===== src/rtl/core/assert_macros.svh =====
// ----------------------------------------------------------------------------
// Assertion macros
// Shorthand for clocked assertions that use the block clock and reset.
// ----------------------------------------------------------------------------
`ifndef ASSERT_MACROS_SVH
`define ASSERT_MACROS_SVH

// Same-cycle implication, disabled while reset is active.
`define DIFC_ASSERT_SAME(lbl, ante, cons, msg) \
  lbl: assert property (@(posedge clk_i) disable iff (!rst_ni) (ante) |-> (cons)) \
    else $error(msg);

// Next-cycle implication, disabled while reset is active.
`define DIFC_ASSERT_NEXT(lbl, ante, cons, msg) \
  lbl: assert property (@(posedge clk_i) disable iff (!rst_ni) (ante) |=> (cons)) \
    else $error(msg);

`endif


===== src/rtl/core/difc_pkg.sv =====
// ----------------------------------------------------------------------------
// difc_pkg
// Types and constants shared by the display idle fade controller modules.
// ----------------------------------------------------------------------------
package difc_pkg;

  // Event codes carried by an input beat.
  typedef enum logic [2:0] {
    OP_TICK       = 3'd0,
    OP_ACTIVITY   = 3'd1,
    OP_WAKE_PRESS = 3'd2,
    OP_WAKE       = 3'd3,
    OP_SLEEP      = 3'd4,
    OP_INIT       = 3'd5
  } op_e;

  // Display modes.
  typedef enum logic [1:0] {
    MODE_AWAKE      = 2'd0,
    MODE_FADING_OUT = 2'd1,
    MODE_ASLEEP     = 2'd2,
    MODE_FADING_IN  = 2'd3
  } mode_e;

  // Panel power commands.
  typedef enum logic [1:0] {
    PANEL_NONE      = 2'd0,
    PANEL_SLEEP_IN  = 2'd1,
    PANEL_SLEEP_OUT = 2'd2
  } panel_cmd_e;

  // Controller states.
  typedef enum logic [2:0] {
    ST_IDLE,
    ST_EVAL,
    ST_MUL,
    ST_DIV,
    ST_OUT
  } ctrl_state_e;

  // Configuration register indexes.
  localparam logic [2:0] CFG_TIMEOUT   = 3'd0;
  localparam logic [2:0] CFG_FULL      = 3'd1;
  localparam logic [2:0] CFG_FADE_OUT  = 3'd2;
  localparam logic [2:0] CFG_FADE_IN   = 3'd3;
  localparam logic [2:0] CFG_FADE_STEP = 3'd4;
  localparam logic [2:0] CFG_SLEEP_USB = 3'd5;

  // Configuration reset values.
  localparam logic [31:0] RST_TIMEOUT   = 32'd30000;
  localparam logic [7:0]  RST_FULL      = 8'd255;
  localparam logic [15:0] RST_FADE_OUT  = 16'd500;
  localparam logic [15:0] RST_FADE_IN   = 16'd200;
  localparam logic [15:0] RST_FADE_STEP = 16'd20;

  // Brightness ceiling and divider widths.
  localparam logic [7:0] LEVEL_MAX = 8'd255;
  localparam int unsigned DIV_NUM_W = 24;
  localparam int unsigned DIV_DEN_W = 16;
  localparam int unsigned DIV_CNT_W = 5;

  typedef struct packed {
    logic [2:0]  op;
    logic [31:0] now_ms;
    logic        vbus_in;
  } in_item_t;

  typedef struct packed {
    logic       set_level;
    logic [7:0] level;
    panel_cmd_e panel_cmd;
    logic       press_consumed;
    logic       is_asleep;
  } out_item_t;

  // Commands from the controller to the datapath.
  typedef struct packed {
    logic load;
    logic eval;
    logic mul;
    logic fin;
  } ctrl_cmd_t;

  // Status from the datapath to the controller.
  typedef struct packed {
    logic need_div;
    logic div_done;
  } dp_status_t;

endpackage


===== src/rtl/core/difc_div.sv =====
// ----------------------------------------------------------------------------
// difc_div
// Restoring unsigned divider, one quotient bit per cycle.
// ----------------------------------------------------------------------------
module difc_div (
  input  logic                                clk_i,
  input  logic                                rst_ni,
  input  logic                                start_i,
  input  logic [difc_pkg::DIV_NUM_W-1:0]      num_i,
  input  logic [difc_pkg::DIV_DEN_W-1:0]      den_i,
  output logic                                done_o,
  output logic [difc_pkg::DIV_NUM_W-1:0]      quo_o
);
  import difc_pkg::*;

  logic [DIV_DEN_W-1:0] rem_q, rem_d;
  logic [DIV_NUM_W-1:0] quo_q, quo_d;
  logic [DIV_DEN_W-1:0] den_q;
  logic [DIV_CNT_W-1:0] cnt_q, cnt_d;
  logic                 busy_q, busy_d;
  logic                 done_q, done_d;
  logic [DIV_DEN_W:0]   rem_sh;
  logic [DIV_DEN_W:0]   rem_sub;
  logic                 ge;

  // One shift-and-subtract step.
  always_comb begin
    rem_sh  = {rem_q, quo_q[DIV_NUM_W-1]};
    rem_sub = rem_sh - {1'b0, den_q};
    ge      = (rem_sh >= {1'b0, den_q});
    rem_d   = ge ? rem_sub[DIV_DEN_W-1:0] : rem_sh[DIV_DEN_W-1:0];
    quo_d   = {quo_q[DIV_NUM_W-2:0], ge};
    cnt_d   = cnt_q - 1'b1;
    busy_d  = (cnt_q != '0);
    done_d  = (cnt_q == '0);
  end

  // Control state.
  always_ff @(posedge clk_i or negedge rst_ni) begin
    if (!rst_ni) begin
      busy_q <= 1'b0;
      done_q <= 1'b0;
      cnt_q  <= '0;
    end else if (start_i) begin
      busy_q <= 1'b1;
      done_q <= 1'b0;
      cnt_q  <= DIV_CNT_W'(DIV_NUM_W - 1);
    end else if (busy_q) begin
      busy_q <= busy_d;
      done_q <= done_d;
      cnt_q  <= cnt_d;
    end
  end

  // Operand and partial result registers.
  always_ff @(posedge clk_i) begin
    if (start_i) begin
      rem_q <= '0;
      quo_q <= num_i;
      den_q <= den_i;
    end else if (busy_q) begin
      rem_q <= rem_d;
      quo_q <= quo_d;
    end
  end

  assign done_o = done_q;
  assign quo_o  = quo_q;

endmodule


===== src/rtl/core/difc_datapath.sv =====
// ----------------------------------------------------------------------------
// difc_datapath
// Configuration, display state, event evaluation and fade interpolation.
// ----------------------------------------------------------------------------
module difc_datapath (
  input  logic                  clk_i,
  input  logic                  rst_ni,
  input  logic                  cfg_we_i,
  input  logic [2:0]            cfg_idx_i,
  input  logic [31:0]           cfg_wdata_i,
  input  difc_pkg::in_item_t    in_data_i,
  input  difc_pkg::ctrl_cmd_t   cmd_i,
  output difc_pkg::dp_status_t  status_o,
  output difc_pkg::out_item_t   res_o
);
  import difc_pkg::*;

  // Configuration registers.
  logic [31:0] timeout_q;
  logic [7:0]  full_q;
  logic [15:0] fade_out_q;
  logic [15:0] fade_in_q;
  logic [15:0] fade_step_q;
  logic        sleep_usb_q;

  // Display state.
  mode_e       mode_q, mode_d;
  logic [31:0] last_act_q, last_act_d;
  logic [31:0] fstart_q, fstart_d;
  logic [31:0] flast_q, flast_d;
  logic [7:0]  fsrc_q, fsrc_d;
  logic [7:0]  ftgt_q, ftgt_d;
  logic        poff_q, poff_d;
  logic        uslept_q, uslept_d;

  // Captured item, interpolation operands and result.
  in_item_t          item_q;
  logic signed [8:0] span_q, span_d;
  logic [15:0]       elap_q, elap_d;
  logic [15:0]       dur_q, dur_d;
  logic              neg_q;
  out_item_t         res_q, res_d;
  logic              need_div;

  // Evaluation temporaries.
  logic        dark;
  logic        go_wake;
  logic        go_dark;
  logic        auto_sleep;
  logic [31:0] now;
  logic [31:0] since_act;
  logic [31:0] since_upd;
  logic [31:0] elapsed;
  logic [15:0] dur;

  // Multiply and final level.
  logic signed [25:0]    prod;
  logic [25:0]           mag_full;
  logic                  div_done;
  logic [DIV_NUM_W-1:0]  quo;
  logic signed [25:0]    qs;
  logic signed [25:0]    lvl_s;
  logic [7:0]            lvl_div;

  // Configuration writes.
  always_ff @(posedge clk_i or negedge rst_ni) begin
    if (!rst_ni) begin
      timeout_q   <= RST_TIMEOUT;
      full_q      <= RST_FULL;
      fade_out_q  <= RST_FADE_OUT;
      fade_in_q   <= RST_FADE_IN;
      fade_step_q <= RST_FADE_STEP;
      sleep_usb_q <= 1'b0;
    end else if (cfg_we_i) begin
      unique case (cfg_idx_i)
        CFG_TIMEOUT:   timeout_q   <= cfg_wdata_i;
        CFG_FULL:      full_q      <= cfg_wdata_i[7:0];
        CFG_FADE_OUT:  fade_out_q  <= cfg_wdata_i[15:0];
        CFG_FADE_IN:   fade_in_q   <= cfg_wdata_i[15:0];
        CFG_FADE_STEP: fade_step_q <= cfg_wdata_i[15:0];
        CFG_SLEEP_USB: sleep_usb_q <= cfg_wdata_i[0];
        default: ;
      endcase
    end
  end

  // Event evaluation: everything but the interpolation multiply and divide.
  always_comb begin
    mode_d     = mode_q;
    last_act_d = last_act_q;
    fstart_d   = fstart_q;
    flast_d    = flast_q;
    fsrc_d     = fsrc_q;
    ftgt_d     = ftgt_q;
    poff_d     = poff_q;
    uslept_d   = uslept_q;
    res_d      = '0;
    res_d.panel_cmd = PANEL_NONE;
    need_div   = 1'b0;
    span_d     = '0;
    elap_d     = '0;
    dur_d      = '0;
    go_wake    = 1'b0;
    go_dark    = 1'b0;
    auto_sleep = 1'b0;
    now        = item_q.now_ms;
    dark       = (mode_q == MODE_ASLEEP) || (mode_q == MODE_FADING_OUT);

    case (op_e'(item_q.op)) inside
      OP_TICK: begin
        if (!sleep_usb_q && item_q.vbus_in) begin
          last_act_d = now;
          if (!uslept_q && dark) begin
            go_wake = 1'b1;
          end
        end
      end
      OP_ACTIVITY, OP_WAKE: begin
        last_act_d = now;
        if (dark) begin
          go_wake = 1'b1;
        end
      end
      OP_WAKE_PRESS: begin
        last_act_d = now;
        if (dark) begin
          go_wake = 1'b1;
          res_d.press_consumed = 1'b1;
        end else if (mode_q == MODE_FADING_IN) begin
          res_d.press_consumed = 1'b1;
        end
      end
      OP_SLEEP: begin
        if (!dark) begin
          uslept_d = 1'b1;
          go_dark  = 1'b1;
        end
      end
      OP_INIT: begin
        mode_d          = MODE_AWAKE;
        last_act_d      = now;
        res_d.set_level = 1'b1;
        res_d.level     = full_q;
      end
      default: ;
    endcase

    // Inactivity timeout on a tick while awake.
    since_act = now - last_act_d;
    if ((op_e'(item_q.op) == OP_TICK) && (mode_q == MODE_AWAKE) &&
        (timeout_q != '0) && (since_act >= timeout_q)) begin
      auto_sleep = 1'b1;
    end

    // Start a fade toward full brightness.
    if (go_wake) begin
      if (full_q != '0) begin
        uslept_d = 1'b0;
        if (poff_q) begin
          res_d.panel_cmd = PANEL_SLEEP_OUT;
          poff_d          = 1'b0;
        end
      end
      fsrc_d   = '0;
      ftgt_d   = full_q;
      fstart_d = now;
      flast_d  = now;
      mode_d   = MODE_FADING_IN;
    end

    // Start a fade toward dark.
    if (go_dark || auto_sleep) begin
      fsrc_d   = full_q;
      ftgt_d   = '0;
      fstart_d = now;
      flast_d  = now;
      mode_d   = MODE_FADING_OUT;
    end

    // Fade progress on a tick.
    since_upd = now - flast_d;
    elapsed   = now - fstart_d;
    dur       = (mode_d == MODE_FADING_OUT) ? fade_out_q : fade_in_q;
    if ((op_e'(item_q.op) == OP_TICK) && !auto_sleep &&
        ((mode_d == MODE_FADING_OUT) || (mode_d == MODE_FADING_IN)) &&
        (since_upd >= {16'b0, fade_step_q})) begin
      flast_d = now;
      if (elapsed >= {16'b0, dur}) begin
        res_d.set_level = 1'b1;
        res_d.level     = ftgt_d;
        if (mode_d == MODE_FADING_OUT) begin
          mode_d          = MODE_ASLEEP;
          res_d.panel_cmd = PANEL_SLEEP_IN;
          poff_d          = 1'b1;
        end else begin
          mode_d = MODE_AWAKE;
        end
      end else begin
        need_div = 1'b1;
        span_d   = $signed({1'b0, ftgt_d}) - $signed({1'b0, fsrc_d});
        elap_d   = elapsed[15:0];
        dur_d    = dur;
      end
    end

    res_d.is_asleep = (mode_d == MODE_ASLEEP) || (mode_d == MODE_FADING_OUT);
  end

  // Display state commit.
  always_ff @(posedge clk_i or negedge rst_ni) begin
    if (!rst_ni) begin
      mode_q     <= MODE_AWAKE;
      last_act_q <= '0;
      fstart_q   <= '0;
      flast_q    <= '0;
      fsrc_q     <= RST_FULL;
      ftgt_q     <= '0;
      poff_q     <= 1'b0;
      uslept_q   <= 1'b0;
    end else if (cmd_i.eval) begin
      mode_q     <= mode_d;
      last_act_q <= last_act_d;
      fstart_q   <= fstart_d;
      flast_q    <= flast_d;
      fsrc_q     <= fsrc_d;
      ftgt_q     <= ftgt_d;
      poff_q     <= poff_d;
      uslept_q   <= uslept_d;
    end
  end

  // Signed product of span and elapsed time, then its magnitude.
  always_comb begin
    prod     = $signed({{17{span_q[8]}}, span_q}) * $signed({10'b0, elap_q});
    mag_full = prod[25] ? (26'd0 - prod) : prod;
  end

  difc_div u_div (
    .clk_i   (clk_i),
    .rst_ni  (rst_ni),
    .start_i (cmd_i.mul),
    .num_i   (mag_full[DIV_NUM_W-1:0]),
    .den_i   (dur_q),
    .done_o  (div_done),
    .quo_o   (quo)
  );

  // Interpolated level with clamping.
  always_comb begin
    qs    = neg_q ? (26'sd0 - $signed({2'b0, quo})) : $signed({2'b0, quo});
    lvl_s = $signed({18'b0, fsrc_q}) + qs;
    if (lvl_s < 0) begin
      lvl_div = '0;
    end else if (lvl_s > $signed({18'b0, LEVEL_MAX})) begin
      lvl_div = LEVEL_MAX;
    end else begin
      lvl_div = lvl_s[7:0];
    end
  end

  // Item capture, interpolation operands and result register.
  always_ff @(posedge clk_i) begin
    if (cmd_i.load) begin
      item_q <= in_data_i;
    end
    if (cmd_i.eval) begin
      res_q  <= res_d;
      span_q <= span_d;
      elap_q <= elap_d;
      dur_q  <= dur_d;
    end
    if (cmd_i.mul) begin
      neg_q <= prod[25];
    end
    if (cmd_i.fin) begin
      res_q.set_level <= 1'b1;
      res_q.level     <= lvl_div;
    end
  end

  assign status_o.need_div = need_div;
  assign status_o.div_done = div_done;
  assign res_o             = res_q;

endmodule


===== src/rtl/core/difc_ctrl.sv =====
// ----------------------------------------------------------------------------
// difc_ctrl
// Sequencer for one event: capture, evaluate, optional multiply and divide, deliver.
// ----------------------------------------------------------------------------
module difc_ctrl (
  input  logic                  clk_i,
  input  logic                  rst_ni,
  input  logic                  in_valid_i,
  output logic                  in_ready_o,
  output logic                  out_valid_o,
  input  logic                  out_ready_i,
  input  difc_pkg::dp_status_t  status_i,
  output difc_pkg::ctrl_cmd_t   cmd_o
);
  import difc_pkg::*;

  ctrl_state_e state_q, state_d;

  // State register.
  always_ff @(posedge clk_i or negedge rst_ni) begin
    if (!rst_ni) begin
      state_q <= ST_IDLE;
    end else begin
      state_q <= state_d;
    end
  end

  // Next state and commands.
  always_comb begin
    state_d     = state_q;
    cmd_o       = '0;
    in_ready_o  = 1'b0;
    out_valid_o = 1'b0;
    unique case (state_q)
      ST_IDLE: begin
        in_ready_o = 1'b1;
        if (in_valid_i) begin
          cmd_o.load = 1'b1;
          state_d    = ST_EVAL;
        end
      end
      ST_EVAL: begin
        cmd_o.eval = 1'b1;
        state_d    = status_i.need_div ? ST_MUL : ST_OUT;
      end
      ST_MUL: begin
        cmd_o.mul = 1'b1;
        state_d   = ST_DIV;
      end
      ST_DIV: begin
        if (status_i.div_done) begin
          cmd_o.fin = 1'b1;
          state_d   = ST_OUT;
        end
      end
      ST_OUT: begin
        out_valid_o = 1'b1;
        if (out_ready_i) begin
          state_d = ST_IDLE;
        end
      end
      default: state_d = ST_IDLE;
    endcase
  end

endmodule


===== src/rtl/core/display_idle_fade_controller.sv =====
// ----------------------------------------------------------------------------
// display_idle_fade_controller
// Display idle controller: auto sleep on inactivity, linear brightness fades
// and panel sleep-in / sleep-out commands.
// ----------------------------------------------------------------------------
// Usage: each input beat carries one event (tick, activity, wake press, wake,
// manual sleep or init) with the millisecond time and the USB power flag.
// Every input beat yields exactly one output beat with the brightness update,
// panel command, press-consumed flag and the asleep flag.
// Sequence: an event that needs no interpolation is captured, evaluated and
// then delivered. A fade tick that interpolates is also multiplied and run
// through the radix-2 divider over all 24 quotient bits before delivery.
// One event is processed at a time, so no new beat is accepted until the
// result of the last one has been taken.
// Configuration is a plain write port, taken at any edge with cfg_we_i high;
// write only while no event is in flight.
// Reset returns the mode to awake and the configuration and display state registers to their default values.
// A result is held in the output register until the receiver takes it; while
// the receiver stalls no new input beat is accepted.
// ----------------------------------------------------------------------------
`include "assert_macros.svh"

module display_idle_fade_controller (
  input  logic                 clk_i,
  input  logic                 rst_ni,
  input  logic                 cfg_we_i,
  input  logic [2:0]           cfg_idx_i,
  input  logic [31:0]          cfg_wdata_i,
  input  logic                 in_valid_i,
  output logic                 in_ready_o,
  input  difc_pkg::in_item_t   in_data_i,
  output logic                 out_valid_o,
  input  logic                 out_ready_i,
  output difc_pkg::out_item_t  out_data_o
);
  import difc_pkg::*;

  ctrl_cmd_t  cmd;
  dp_status_t status;

  difc_ctrl u_ctrl (
    .clk_i       (clk_i),
    .rst_ni      (rst_ni),
    .in_valid_i  (in_valid_i),
    .in_ready_o  (in_ready_o),
    .out_valid_o (out_valid_o),
    .out_ready_i (out_ready_i),
    .status_i    (status),
    .cmd_o       (cmd)
  );

  difc_datapath u_datapath (
    .clk_i       (clk_i),
    .rst_ni      (rst_ni),
    .cfg_we_i    (cfg_we_i),
    .cfg_idx_i   (cfg_idx_i),
    .cfg_wdata_i (cfg_wdata_i),
    .in_data_i   (in_data_i),
    .cmd_i       (cmd),
    .status_o    (status),
    .res_o       (out_data_o)
  );

  // Only one event is in flight at a time.
  `DIFC_ASSERT_SAME(a_one_in_flight, out_valid_o, !in_ready_o, "input ready while result pending")
  // An accepted beat never produces its result in the next cycle.
  `DIFC_ASSERT_NEXT(a_no_early_result, in_valid_i && in_ready_o, !out_valid_o, "result too early")
  // A sleep-in command always leaves the display asleep.
  `DIFC_ASSERT_SAME(a_sleep_in_dark, out_valid_o && (out_data_o.panel_cmd == PANEL_SLEEP_IN), out_data_o.is_asleep, "sleep-in while not asleep")
  // A consumed wake press always leaves the display lit or lighting.
  `DIFC_ASSERT_SAME(a_press_wakes, out_valid_o && out_data_o.press_consumed, !out_data_o.is_asleep, "consumed press while asleep")

endmodule


===== config.mk =====
export PLATFORM = sky130hd
export DESIGN_NAME = display_idle_fade_controller
export DESIGN_NICKNAME = d
export VERILOG_FILES = /design/src/rtl/core/difc_pkg.sv /design/src/rtl/core/difc_div.sv /design/src/rtl/core/difc_datapath.sv /design/src/rtl/core/difc_ctrl.sv /design/src/rtl/core/display_idle_fade_controller.sv
export VERILOG_INCLUDE_DIRS = /design/src /design/src/rtl/core
export SDC_FILE = /design/constraint.sdc
export NUM_CORES = 1
export LEC_CHECK = 0
export ABC_AREA = 1
export BUFFER_PORTS_ARGS = -buffer_cell sky130_fd_sc_hd__clkbuf_2
export CORE_ASPECT_RATIO = 0.5
export CORE_MARGIN = 2
export CORE_UTILIZATION = 56
export DETAILED_ROUTE_END_ITERATION = 16
export GPL_TIMING_DRIVEN = 1
export HOLD_SLACK_MARGIN = 0.05
export PLACE_DENSITY = 0.7
export SYNTH_ARGS = -nofsm -noshare
export SYNTH_HDL_FRONTEND = slang
export SYNTH_SLANG_ARGS = --single-unit

===== constraint.sdc =====
create_clock -name clk_i -period 17.9 [get_ports clk_i]
set_input_delay 3.58 -clock clk_i [delete_from_list [all_inputs] [get_ports clk_i]]
set_output_delay 3.58 -clock clk_i [all_outputs]
set_load 0.01 [all_outputs]

# Word-level counts from Yosys, hierarchy flattened
# Cells that the tools add are included.
# word_totals
out_inout_bits	15
input_bits	76
reg_bits	362
wordCells	206
# classes
muxes	96
n_eq_ne	24
reduce_logical	35
magnitude_cmp	6
bitwise	2
multipliers	1
addsub	9
# ops
cell	count
$mux W32	11
$sub A32 B32 Y32	3
$mux W24	3
$ge A32 B16 Y1	2
$mux W8	7
$mux W9	5
$mux W1	43
$ge A32 B32 Y1	1
$mux W16	2
$reduce_bool A32 Y1	1
$mux W2	14
$add A9 B26 Y26	1
$gt A26 B9 Y1 const B	1
$lt A26 B1 Y1 const B	1
$mul A9 B17 Y26	1
$mux W26	1
$sub A1 B24 Y25 const A	1
$sub A1 B24 Y24 const A	1
$mux W11	2
$eq A3 B2 Y1 const B	6
$ge A17 B16 Y1	1
$sub A16 B16 Y16	1
$eq A3 B3 Y1 const B	5
$pmux W3 S5	1
24 further kinds	58

# Longest topological paths before layout
# Gate-level depths: netlist of the first run.
# depth
depth_word	21
ltp_mapped	68
mapped_depth_nobuf	66

# Hierarchy
# A second synthesis of the first run with hierarchy kept.
# unflattened
hier_cells	4021
area_unflattened_um2	30405.4
# modules_own_cells
mod	cells_each	n_inst	area_per_inst_um2	seq_area_each_um2
difc_datapath	3514	1	26422.8	7895.1
difc_div	476	1	3767.4	1696.6
difc_ctrl	31	1	215.2	75.1

# Worst setup path before layout of the first run
# Ideal clock, no wire load.
# synth_path
path_kind	reg-to-reg
start	register u_datapath.sleep_usb_q
end	register u_datapath.res_q, in the netlist u_datapath.res_o[10] (data pin)
required_time_ns	17.644
n_path_buf	4
stages_incl_launch_ff	61
arrival_time_ns	9.198
setup_slack_ns	8.446
period_less_slack_ns	9.454
setup_time_ns	0.256
cell_sequence	dfrtp_1 inv_2 nand2_1 o21ai_1 clkbuf_1 mux2_2 inv_1 ha_1 a21oi_1 nand2_1 a21oi_1 o21ai_0 a21oi_1 o21ai_0 a21boi_0 o21ai_0 a21oi_1 o21ai_0 (+25 left out) o21ai_1 a21boi_0 o21bai_1 xor2_1 ha_1 nand2_1 a21oi_1 a211oi_1 o21ai_0 a21oi_1 nand4_2 buf_6 nand2_1 o21ai_1 nand3_1 nand2_1 nand2_1 nand2_1
# synth_between
elab_cells_between_ends	35
cone_classes	add/sub (3); order compare (3); eq/ne (2); mux (18); reduce/logical (9)
# synth_rtl
element	line_no	rtl
from (decl)	difc_datapath.sv:24	logic sleep_usb_q;
from (signal assigned)	difc_datapath.sv:81	CFG_SLEEP_USB: sleep_usb_q <= cfg_wdata_i[0];
$logic_not A1 Y1 *	difc_datapath.sv:111	if (!sleep_usb_q && item_q.vbus_in) begin
$logic_and A1 B1 Y1 *	difc_datapath.sv:111	
$mux W32	difc_datapath.sv:111	
$mux W32	difc_datapath.sv:109	case (op_e'(item_q.op)) inside
$sub A32 B32 Y32	difc_datapath.sv:149	since_act = now - last_act_d;
$ge A32 B32 Y1	difc_datapath.sv:151	(timeout_q != '0) && (since_act >= timeout_q)) begin
$logic_and A1 B1 Y1	difc_datapath.sv:151	
$mux W1	difc_datapath.sv:150	if ((op_e'(item_q.op) == OP_TICK) && (mode_q == MODE_AWAKE) &&
(+2 left out)	-	
net u_datapath.fstart_d[0]	difc_datapath.sv:29	logic [31:0] fstart_q, fstart_d;
$sub A32 B32 Y32 *	difc_datapath.sv:182	elapsed = now - fstart_d;
net u_datapath.elapsed[14]	difc_datapath.sv:53	logic [31:0] elapsed;
$ge A32 B16 Y1 *	difc_datapath.sv:188	if (elapsed >= {16'b0, dur}) begin
$mux W11 *	difc_datapath.sv:188	
$mux W11 *	difc_datapath.sv:184	if ((op_e'(item_q.op) == OP_TICK) && !auto_sleep &&
$mux W12 *	difc_datapath.sv:266	if (cmd_i.eval) begin
$mux W8 *	difc_datapath.sv:275	if (cmd_i.fin) begin
to (signal assigned)	difc_datapath.sv:267	res_q <= res_d;
to (decl)	difc_datapath.sv:42	out_item_t res_q, res_d;
# Mark *: on every way through the listed nets, which the timed path passes. The rest lies on a longest branch. The select of a mux whose other input is x is not followed.
# A chain may end at the register's enable or synchronous reset.

# Final worst setup path of the first run
# layout_path
start	register u_datapath.item_q[35] in the netlist's numbering
end	register u_datapath.dur_q[15] (data pin)
# layout_between
elab_chain_len	18
elab_cells_between_ends	51
cone_classes	add/sub (3); order compare (3); eq/ne (7); mux (25); bitwise (1); reduce/logical (12)
# layout_lines
element	line_no	rtl
from (decl)	difc_datapath.sv:37	in_item_t item_q;
from (signal assigned)	difc_datapath.sv:264	item_q <= in_data_i;
$eq A3 B3 Y1 (no line)	-	
$mux W32 (4 in a row)	difc_datapath.sv:109	
$mux W32 *	difc_datapath.sv:109	
net u_datapath.last_act_d[0]	difc_datapath.sv:28	logic [31:0] last_act_q, last_act_d;
$sub A32 B32 Y32 *	difc_datapath.sv:149	
$ge A32 B32 Y1 *	difc_datapath.sv:151	
$logic_and A1 B1 Y1 *	difc_datapath.sv:151	
$mux W1 *	difc_datapath.sv:150	
branches (longest 8 deep; another with $sub A32 B32 Y32)	-	
to (signal assigned)	difc_datapath.sv:270	dur_q <= dur_d;
to (decl)	difc_datapath.sv:40	logic [15:0] dur_q, dur_d;
# Mark *: on every way through the listed nets, which the timed path passes.

==> results of run 1 <==
## cells by family after synthesis
logic type / count (synthesis) / synth area share
and+or+nand+nor: 1570 / 0.2194
xor gates and xnor gates: 167 / 0.04959
AOI/OAI and AO/OA: 622 / 0.1133
buffers and inverters: 731 / 0.09483
muxes: 46 / 0.01583
adders and majority gates: 366 / 0.1810
DFF: 362 / 0.3260
## per-layer routing
metal / part of all wire / track usage / up-vias
met5: 0 / 0 / -
li1: - / - / 12490
met1: 0.47 / 0.4428 / 12110
met2: 0.43 / 0.4583 / 811
met4: 0.025 / 0.06976 / 0
met3: 0.070 / 0.04860 / 105
## flip-flops by register name, summed over array words and instances (netlist names), 24 cells and up
signal                  count
u_datapath.now             32
u_datapath.last_act_q      32
u_datapath.flast_q         32
u_datapath.fstart_q        32
u_datapath.timeout_q       32
u_datapath.u_div.quo_o     24
## worst max-delay path by stage
| stage | endpoint | slack (ns) | from | depth (start not counted) |
|---|---|---|---|---|
| floorplan | u_datapath.res_o[10]$_DFFE_PP_ | 8.45 | u_datapath.sleep_usb_q$_DFFE_PN0P_ | 60 |
| global placement | u_datapath.span_q[7]$_SDFFCE_PP0P_ | 6.18 | u_datapath.item_q[35]$_DFFE_PP_ | 65 |
| detailed placement | u_datapath.elap_q[4]$_SDFFCE_PP0P_ | 5.80 | u_datapath.item_q[35]$_DFFE_PP_ | 65 |
| CTS | u_datapath.elap_q[4]$_SDFFCE_PP0P_ | 5.76 | u_datapath.item_q[35]$_DFFE_PP_ | 65 |
| global route | u_datapath.elap_q[1]$_SDFFCE_PP0P_ | 4.39 | u_datapath.item_q[35]$_DFFE_PP_ | 65 |
| finish | u_datapath.dur_q[15]$_SDFFCE_PP0P_ | 5.56 | u_datapath.item_q[35]$_DFFE_PP_ | 65 |
## cell type report
cell class | count | area, µm²
clock inverters | 13 | 125.1
flip-flops and latches | 362 | 9667
well taps | 701 | 877.1
clock buffers | 55 | 1076
repair buffers | 114 | 653.1
fillers | 4835 | 20240
multi-input cells | 2771 | 17220
inverters | 604 | 2267
## metrics by stage
step | setup slack [ns] | cells | hold slack (ns)
finish | 5.557 | 4620 | 0.4184
global route | 4.387 | 4620 | 0.4278
CTS | 5.761 | 4620 | 0.4188
detailed placement | 5.804 | 4552 | 0.4045
global placement | 6.179 | 4552 | 0.4052
floorplan | 8.446 | 3864 | 0.4003
## cell usage in the layout, fill, tap and decap left out, types with 23 or more instances in the layout
cell	netlist	final
xnor2_1	51	51
fa_1	105	105
nand2_1	1044	1043
dfrtp_1	181	181
edfxtp_1	130	130
a21oi_1	212	212
inv_1	594	594
buf_4	8	23
nor2_1	218	214
nor3_1	40	40
o21ai_0	285	285
dfstp_2	34	34
o21ai_1	26	25
xor2_1	115	115
mux2i_1	39	39
nand4_1	48	48
nand3_1	142	142
clkbuf_16	0	39
clkbuf_2	0	89
ha_1	261	261
## critical path: cells and delay by family, from the launching register on
kind	cells	cell delay [ns]
AOI/OAI and AO/OA	18	3.25
and+or+nand+nor	31	4.35
DFF	1	0.49
buffers and inverters	8	1.93
adders and majority gates	5	1.47
xor gates and xnor gates	2	0.33
muxes	1	0.26
## Yosys cell counts (6+ instances only)
master	count	area share
clkbuf_1	98	0.012
or2_2	21	0.0044
dfxtp_1	17	0.011
nor4_1	10	0.0021
xor2_1	115	0.034
nor2_1	218	0.028
ha_1	261	0.11
mux2i_1	39	0.013
a21o_1	7	0.0018
o211ai_1	21	0.0053
o21ai_1	26	0.0044
nand2_1	1044	0.13
o21bai_1	11	0.0028
edfxtp_1	130	0.13
a21boi_0	9	0.0023
nand2_2	7	0.0015
nand4_1	48	0.010
o21a_1	9	0.0023
dfstp_2	34	0.030
buf_2	12	0.0020
buf_4	8	0.0020
inv_2	10	0.0013
a31oi_1	8	0.0017
dfrtp_1	181	0.15
mux2_2	7	0.0027
nor3_1	40	0.0068
fa_1	105	0.071
inv_1	594	0.075
nand3_1	142	0.024
xnor2_1	51	0.015
nand3b_1	14	0.0035
o21ai_0	285	0.048
o22ai_1	10	0.0021
buf_1	6	0.00076
a21oi_1	212	0.036
==> out/metrics.yaml, run 1 <==
final_layout:
  postLayoutCoreUtil: 0.6117
  layout-drive-gt1-share: 0.07017
  finish.instance_area_um2: 31880
  number_of_antenna_repair_diodes: 0
  final_net_count: 4332
  flow.area_growth_from_synthesis_pct: 7.529
die:
  die_x_um: 329.4
  starting_density: 0.5689
  die_h_um: 166.7
  core_area_um2: 52120
  fp-row-count: 59
  io_pins: 91
  die_area_um2: 54910
setup_path:
  critPathCaptureType: "register"
  reg2reg_setup_slack_ns: 5.56
  max_stage_delay_ns: 0.49
  worst-r2r-cell-count: 65
  r2r_start: "u_datapath.item_q[35]$_DFFE_PP_"
  r2r-end: "u_datapath.dur_q[15]$_SDFFCE_PP0P_"
  worstSetupPathType: "reg -> reg"
  critical_path.max_fanout: 60
  cp_data_required_time_ns: 18.29
  critical_path.slowest_cell: "edfxtp_1"
  critPathLaunchType: "register"
  crit_top_cell: "nand2_1"
  critPathArrivalTime_ns: 12.73
clocking:
  ctsResizeCount: 0
  h-tree-depth: 2
  postCtsHoldBufs: 0
  numCtsBuffers: 37
  sinks_on_the_clock_net: 362
  root_buffer: "clkbuf_16"
  clkSlewWorstSetupHoldPaths_ns: 0.06
  cts_setup_buffers: 0
  tritoncts: "yes"
  cts_max_path_buffers: 3
  clkLatencyLatePin_ns: 0.58
yosys:
  async_reset_ff_frac: 0.5939
  mappedNetlistNets: 4306
  postSynthAreaPerCell_um2: 7.673
  yosysUniqueCellTypes: 58
  yosys_warnings: 0
  post_synth_instance_area_um2: 29650
  synth_edf_count: 130
  postSynthRegisterBits: 362
  synth_top_flop_cell: "dfrtp_1"
  synth-seq-area-share: 0.3260
  syn-instance-count: 3864
detailed_routing:
  remaining_drc_errors: 0
  route.detailed.wl_per_inst_um: 17.59
  finalWirelength_um: 81260
  drtAntennaViolNets: 0
  avgViaCountPerCell: 5.523
  drt-pass1-iter-count: 6
  initialDrtViolationCount: 2153
  dr_total_vias: 25520
run:
  maximum_capacitance_violations: 0
placed_design:
  placed_area_um2: 30680
  hpwlAfterDp_um: 62070
  portBuffers: 90
  gp_congestion: 0.9516
worst_hold_path:
  worst_hold_path_type: "reg -> reg"
  endpoint_of_the_worst_hold_path: "u_datapath.u_div.den_q[14]$_DFFE_PP_"
  hold_start: "u_datapath.dur_q[14]$_SDFFCE_PP0P_"
  worst_hold_path.num_cells: 0
sta:
  timing.max_slew.rel_slack: 0.1235
  grt_setup_unrepaired: "false"
  achievable-frequency_mhz: 81.02
  finalHoldViolCount: 0
  skew_ns: 0.02775
  timing_worst_slew_pin_value_ns: 1.310
  period_minus_slack_ns: 12.34
  fin_crit_sh: 0.6895
  total_negative_setup_slacks_ns: 0
  finalMaxSlewViolations: 0
  setup_viol_count_final: 0
grt:
  globalRouteTotalUtil: 0.2988
  global_route.overflow_total: 0
  grt_start_max_net_pins: 159
  grt_first_pass_wirelength_um: 130300
  grt_antenna_before_repair: 0
  first_global_vias: 24340
status:
  run_status: "finished, final reports clean"
Power of run 1 is not shown: default switching activity piles up to over one toggle a cycle in this logic, so the estimate is an artifact.
==> inputs of run 2 (changes only) <==
--- a/config.mk
+++ b/config.mk
@@ -14,7 +14,7 @@
 export DETAILED_ROUTE_END_ITERATION = 16
 export GPL_TIMING_DRIVEN = 1
 export HOLD_SLACK_MARGIN = 0.05
-export PLACE_DENSITY = 0.7
+export PLACE_DENSITY = 0.73
 export SYNTH_ARGS = -nofsm -noshare
 export SYNTH_HDL_FRONTEND = slang
 export SYNTH_SLANG_ARGS = --single-unit
==> constraint.sdc (replaced) <==
create_clock -name clk_i -period 10.6 [get_ports clk_i]
set_input_delay 2.12 -clock clk_i [delete_from_list [all_inputs] [get_ports clk_i]]
set_output_delay 2.12 -clock clk_i [all_outputs]
set_load 0.01 [all_outputs]
==> run 2 against run 1 <==
  * Utilization grew 0.55 points
  * Highest routed layer unchanged
  * Non-clock buffer count up 18
  * Critical path depth is 1 higher
  * Critical endpoint is now u_datapath.dur_q[10]$_SDFFCE_PP0P_
  * Worst hold slack hardly changed
  * Wire length down 2.0%
  * Global-route usage down 0.64 points
  * Maximum frequency up 26%
  * Worst setup slack lost 4.8 ns
  * Count of clock-buffer cells in the layout decreased by 7
  * Sequential share of layout area shrank 0.27 points
  * First-iteration DRC count increased by 3.6%
  * Cell count is 0.32% higher
==> out/metrics.yaml, run 2 (same netlist as run 1, synthesis figures left out) <==
detailed_routing:
  met2_wirelength_um: 35740  # was 35200 µm
  detail_route.wirelength.met1_um: 36130  # was 38320 µm
  dr_total_vias: 25710  # was 25520
  remaining_drc_errors: 0  # unchanged
  drtAntennaViolNets: 0  # unchanged
  drt-pass1-iter-count: 7  # was 6
  route.detailed.wl_per_inst_um: 17.18  # was 17.59 µm
  route.met3.wl_um: 5499  # was 5690 µm
  finalWirelength_um: 79610  # was 81260 µm
  avgViaCountPerCell: 5.546  # was 5.523
  maxUsedRoutingLayer: "met4"  # unchanged
  initialDrtViolationCount: 2230  # was 2153
grt:
  grt_start_max_net_pins: 88  # was 159
  grt_first_pass_wirelength_um: 129300  # was 130300 µm
  grt_antenna_before_repair: 1  # was 0
  global_route.overflow_total: 0  # unchanged
  globalRouteTotalUtil: 0.2924  # was 0.2988
  first_global_vias: 25000  # was 24340
setup_path:
  crit_top_cell: "nand2_1"  # unchanged
  path_depth: 66  # was 65
  critical_path.top_delay_family: "simple AND/OR/NAND/NOR gates"  # unchanged
  worstSetupPathType: "reg -> reg"  # unchanged
  worst-r2r-cell-count: 66  # was 65
  critical_path_buf_inv_count: 8  # unchanged
  critical_path.max_fanout: 24  # was 60
  critPathLaunchType: "register"  # unchanged
  max_stage_delay_ns: 0.42  # was 0.49 ns
  cp_data_required_time_ns: 10.88  # was 18.29 ns
  critPathCaptureType: "register"  # unchanged
  critical_path.slowest_cell: "edfxtp_1"  # unchanged
  critPathArrivalTime_ns: 10.09  # was 12.73 ns
sta:
  finalHoldViolCount: 0  # unchanged
  final.hold.worst_slack_ns: 0.4185  # was 0.4184 ns
  finalMaxSlewViolations: 0  # unchanged
  timing_worst_slew_pin_value_ns: 1.247  # was 1.310 ns
  setup_slack_ns: 0.7962  # was 5.557 ns
  setup_viol_count_final: 0  # unchanged
  timing.max_slew.rel_slack: 0.1665  # was 0.1235
  total_negative_setup_slacks_ns: 0  # unchanged
  fin_crit_sh: 0.9249  # was 0.6895
  period_minus_slack_ns: 9.804  # was 12.34 ns
  skew_ns: 0.01602  # was 0.02775 ns
  achievable-frequency_mhz: 102.0  # was 81.02 MHz
clocking:
  cts_max_path_buffers: 3  # unchanged
  postCtsHoldBufs: 0  # unchanged
  h-tree-depth: 2  # unchanged
  sinks_on_the_clock_net: 362  # unchanged
  tritoncts: "yes"  # unchanged
  root_buffer: "clkbuf_16"  # unchanged
  numCtsBuffers: 36  # was 37
  clkSlewWorstSetupHoldPaths_ns: 0.06  # about the same
  clkLatencyLatePin_ns: 0.56  # was 0.58 ns
die:
  io_pins: 91  # unchanged
  die_h_um: 166.7  # unchanged
  fp-row-count: 59  # unchanged
  starting_density: 0.5689  # unchanged
  die_x_um: 329.4  # unchanged
  die_area_um2: 54910  # unchanged
  core_area_um2: 52120  # unchanged
final_layout:
  final_net_count: 4349  # was 4332
  layout.cells.non_filler: 4635  # was 4620
  number_of_antenna_repair_diodes: 0  # unchanged
  most_frequent_cells_in_the_layout: "nand2_1 (1041), inv_1 (594), o21ai_0 (278)"  # was nand2_1 (1043), inv_1 (594), o21ai_0 (285)
  mostFrequentLayoutCell: "nand2_1"  # unchanged
  flow.area_growth_from_synthesis_pct: 8.487  # was 7.529%
  layout-drive-gt1-share: 0.07855  # was 0.07017
placed_design:
  gp_congestion: 0.9649  # was 0.9516
  dpl.cell_count: 4562  # was 4552
  pre_cts_ws_ns: -0.1454  # was 5.804 ns
  hpwlAfterDp_um: 61250  # was 62070 µm
  portBuffers: 90  # unchanged
worst_hold_path:
  worst_hold_path_type: "reg -> reg"  # unchanged
  worst_hold_path.num_cells: 0  # unchanged
status:
  run_status: "finished, final reports clean"  # unchanged
run:
  maximum_capacitance_violations: 0  # unchanged
[run 2: cell types whose count changed in the layout (fill, tap and decap cells not counted), sizes merged]
cell	before	now
inv	605	607
clkinvlp	2	1
buf	25	42
clkbuf	144	138
bufinv	1	4
[run 2: layout make-up]
class / instances / area [µm²]
Timing Repair Buffer: 132 / 833.3
Clock buffer: 48 / 997.2
Sequential cell: 362 / 9667
Clock inverter: 17 / 202.7
Multi-Input combinational cell: 2771 / 17310
Inverter: 604 / 2275
Tap cell: 701 / 877.1
Fill cell: 4700 / 19950
[run 2: layer usage]
metal | vias to the layer above | track usage
met5 | - | 0
met4 | 0 | 0.08103
met3 | 151 | 0.04610
met2 | 843 | 0.4668
met1 | 12180 | 0.4134
li1 | 12540 | -
[run 2: per-stage QoR]
step	cell area, µm²	utilization
final	32160	0.6172
after global routing	32160	0.6172
after CTS	31950	0.6131
after detailed placement	30740	0.5899
after global placement	30740	0.5899
after floorplan	29650	-
[run 2: worst paths after layout]
| path | startpoint | end | slack, ns |
|---|---|---|---|
| max | u_datapath.item_q[34]$_DFFE_PP_ | u_datapath.dur_q[10]$_SDFFCE_PP0P_ | 0.80 |
| min | u_datapath.dur_q[2]$_SDFFCE_PP0P_ | u_datapath.u_div.den_q[2]$_DFFE_PP_ | 0.42 |
| max reg2reg | u_datapath.item_q[34]$_DFFE_PP_ | u_datapath.dur_q[10]$_SDFFCE_PP0P_ | 0.80 |
| min reg2reg | u_datapath.dur_q[2]$_SDFFCE_PP0P_ | u_datapath.u_div.den_q[2]$_DFFE_PP_ | 0.42 |
| max in group asynchronous | rst_ni | u_datapath.ftgt_q[7]$_DFFE_PN0P_ | 6.81 |
| min in group asynchronous | rst_ni | u_datapath.timeout_q[29]$_DFFE_PN0P_ | 1.53 |
[run 2: repair_timing]
item,CTS,global route
endpoints found under the setup margin,48,88
setup buffers,0,7
pin swaps,0,6
gates cloned,0,1
gates resized for setup,5,43
Power of run 2 is left out for the same reason.
==> inputs of run 3 (changes only) <==
--- a/config.mk
+++ b/config.mk
@@ -7,8 +7,8 @@
 export NUM_CORES = 1
 export LEC_CHECK = 0
 export ABC_AREA = 1
+export ABC_CLOCK_PERIOD_IN_PS = 10600
 export BUFFER_PORTS_ARGS = -buffer_cell sky130_fd_sc_hd__clkbuf_2
-export CORE_ASPECT_RATIO = 0.5
 export CORE_MARGIN = 2
 export CORE_UTILIZATION = 56
 export DETAILED_ROUTE_END_ITERATION = 16
==> run 3 against run 2 <==
  * Final area about the same
  * Global-route usage down 0.29 points
  * Utilization down 0.37 points
  * Via count down 1.6%
  * Worst hold slack worse by 0.0056 ns
  * Worst setup slack worse by 0.065 ns
  * Count of clock-buffer cells in the layout up 8
  * Non-clock buffer count down 15
  * Sequential cell count unchanged
==> out/metrics.yaml, run 3 (same netlist as run 1, synthesis figures left out) <==
clocking:
  clkSlewWorstSetupHoldPaths_ns: 0.06  # about the same
  clkLatencyLatePin_ns: 0.59  # was 0.56 ns
  root_buffer: "clkbuf_16"  # unchanged
  tritoncts: "yes"  # unchanged
  cts_max_path_buffers: 3  # unchanged
  h-tree-depth: 2  # unchanged
  sinks_on_the_clock_net: 362  # unchanged
  numCtsBuffers: 41  # was 36
sta:
  setup_viol_count_final: 0  # unchanged
  timing_worst_slew_pin_value_ns: 1.186  # was 1.247 ns
  finalMaxSlewViolations: 0  # unchanged
  setup_slack_ns: 0.7307  # was 0.7962 ns
  finalHoldViolCount: 0  # unchanged
  timing.max_slew.rel_slack: 0.2062  # was 0.1665
  skew_ns: 0.02593  # was 0.01602 ns
  fin_crit_sh: 0.9311  # was 0.9249
  final.hold.worst_slack_ns: 0.4128  # was 0.4185 ns
  achievable-frequency_mhz: 101.3  # was 102.0 MHz
  period_minus_slack_ns: 9.869  # was 9.804 ns
die:
  die_x_um: 234.1  # was 329.4 µm
  io_pins: 91  # unchanged
  die_h_um: 234.1  # was 166.7 µm
  die_area_um2: 54800  # was 54910 µm²
  fp-row-count: 84  # was 59
  starting_density: 0.5653  # was 0.5689
  core_area_um2: 52450  # was 52120 µm²
setup_path:
  critical_path.max_fanout: 40  # was 24
  crit_top_cell: "nand2_1"  # unchanged
  worstSetupPathType: "reg -> reg"  # unchanged
  critical_path.startpoint: "u_datapath.item_q[34]$_DFFE_PP_"  # unchanged
  r2r_start: "u_datapath.item_q[34]$_DFFE_PP_"  # unchanged
  cp_data_required_time_ns: 10.91  # was 10.88 ns
  worst-r2r-cell-count: 61  # was 66
  reg2reg_setup_slack_ns: 0.73  # was 0.80 ns
  r2r-end: "u_datapath.res_o[2]$_DFFE_PP_"  # was u_datapath.dur_q[10]$_SDFFCE_PP0P_
  critPathLaunchType: "register"  # unchanged
  critical_path.slowest_cell: "edfxtp_1"  # unchanged
  max_stage_delay_ns: 0.41  # was 0.42 ns
  critPathCaptureType: "register"  # unchanged
  critPathArrivalTime_ns: 10.18  # was 10.09 ns
  setup.worst_path.end: "u_datapath.res_o[2]$_DFFE_PP_"  # was u_datapath.dur_q[10]$_SDFFCE_PP0P_
detailed_routing:
  finalWirelength_um: 77350  # was 79610 µm
  route.detailed.wl_per_inst_um: 16.75  # was 17.18 µm
  drt-pass1-iter-count: 6  # was 7
  initialDrtViolationCount: 1866  # was 2230
  remaining_drc_errors: 0  # unchanged
  avgViaCountPerCell: 5.476  # was 5.546
  dr_total_vias: 25280  # was 25710
  drtAntennaViolNets: 0  # unchanged
grt:
  grt_first_pass_wirelength_um: 126000  # was 129300 µm
  grt_start_max_net_pins: 96  # was 88
  first_global_vias: 24820  # was 25000
  globalRouteTotalUtil: 0.2895  # was 0.2924
  grt_antenna_before_repair: 0  # was 1
  global_route.overflow_total: 0  # unchanged
placed_design:
  portBuffers: 90  # unchanged
  hpwlAfterDp_um: 59750  # was 61250 µm
  pre_cts_ws_ns: -0.1305  # was -0.1454 ns
  dpl.cell_count: 4541  # was 4562
  gp_congestion: 0.9464  # was 0.9649
final_layout:
  number_of_antenna_repair_diodes: 0  # unchanged
  layout.cells.non_filler: 4617  # was 4635
  final_net_count: 4339  # was 4349
  mostFrequentLayoutCell: "nand2_1"  # unchanged
  layout-drive-gt1-share: 0.07636  # was 0.07855
  most_frequent_cells_in_the_layout: "nand2_1 (1042), inv_1 (594), o21ai_0 (279)"  # was nand2_1 (1041), inv_1 (594), o21ai_0 (278)
  flow.area_growth_from_synthesis_pct: 8.508  # was 8.487%
  postLayoutCoreUtil: 0.6134  # was 0.6172
run:
  maximum_capacitance_violations: 0  # unchanged
worst_hold_path:
  worst_hold_path_type: "reg -> reg"  # unchanged
status:
  run_status: "finished, final reports clean"  # unchanged
-- run 3: cell types whose count changed in the layout (fill, tap and decap cells not counted), moves of 2 or more --
cell | before | now
buf_4 | 36 | 22
clkbuf_1 | 8 | 11
clkinv_2 | 4 | 8
clkinv_1 | 3 | 1
clkbuf_16 | 38 | 41
inv_6 | 3 | 1
-- run 3: area by class of cell --
class                   instances  area, µm²
clock buffers                  56       1122
clock inverters                19      255.2
fillers                      4749      20270
inverters                     604       2267
multi-input cells            2771      17300
flip-flops and latches        362       9667
well taps                     688      860.8
repair buffers                117      698.2
-- run 3: worst min-delay path by stage --
stage,to,startpoint,cells after the start
after floorplan,u_datapath.u_div.den_q[0]$_DFFE_PP_,u_datapath.dur_q[0]$_SDFFCE_PP0P_,0
after global placement,u_datapath.u_div.den_q[2]$_DFFE_PP_,u_datapath.dur_q[2]$_SDFFCE_PP0P_,0
after detailed placement,u_datapath.u_div.den_q[14]$_DFFE_PP_,u_datapath.dur_q[14]$_SDFFCE_PP0P_,0
after CTS,u_datapath.u_div.den_q[14]$_DFFE_PP_,u_datapath.dur_q[14]$_SDFFCE_PP0P_,0
after global routing,u_datapath.u_div.den_q[14]$_DFFE_PP_,u_datapath.dur_q[14]$_SDFFCE_PP0P_,0
final,u_datapath.u_div.den_q[14]$_DFFE_PP_,u_datapath.dur_q[14]$_SDFFCE_PP0P_,0
-- run 3: timing repair --
action	in CTS	in global routing
hold buffers	0	0
setup endpoints to repair	41	88
gates resized for setup	1	39
buffers inserted	0	1
pin swaps	0	1
-- run 3: critical path: cells and delay by family (launching register included) --
family | cells | cell delay [ns]
fa+ha+maj | 4 | 1.21
simple gates | 27 | 3.32
compound gates | 21 | 3.17
buf+inv | 6 | 0.77
mux | 1 | 0.29
flops | 1 | 0.41
xor+xnor | 2 | 0.39
-- run 3: metal layers --
layer | wire, µm | share of wire | GRT usage | up-vias
li1 | - | - | - | 12540
met1 | 32690 | 0.42 | 0.3705 | 11790
met2 | 36600 | 0.47 | 0.4872 | 781
met3 | 4463 | 0.058 | 0.03636 | 176
met4 | 3597 | 0.047 | 0.1383 | 0
met5 | 0 | 0 | 0 | -
-- run 3: per-stage QoR --
stage	TNS (ns)	instance area (µm²)
final	0	32170
after global routing	-0.04625	32170
after CTS	0	32050
after detailed placement	-3.384	30670
after global placement	0	30670
after floorplan	0	29650
Power of run 3 is left out for the same reason.
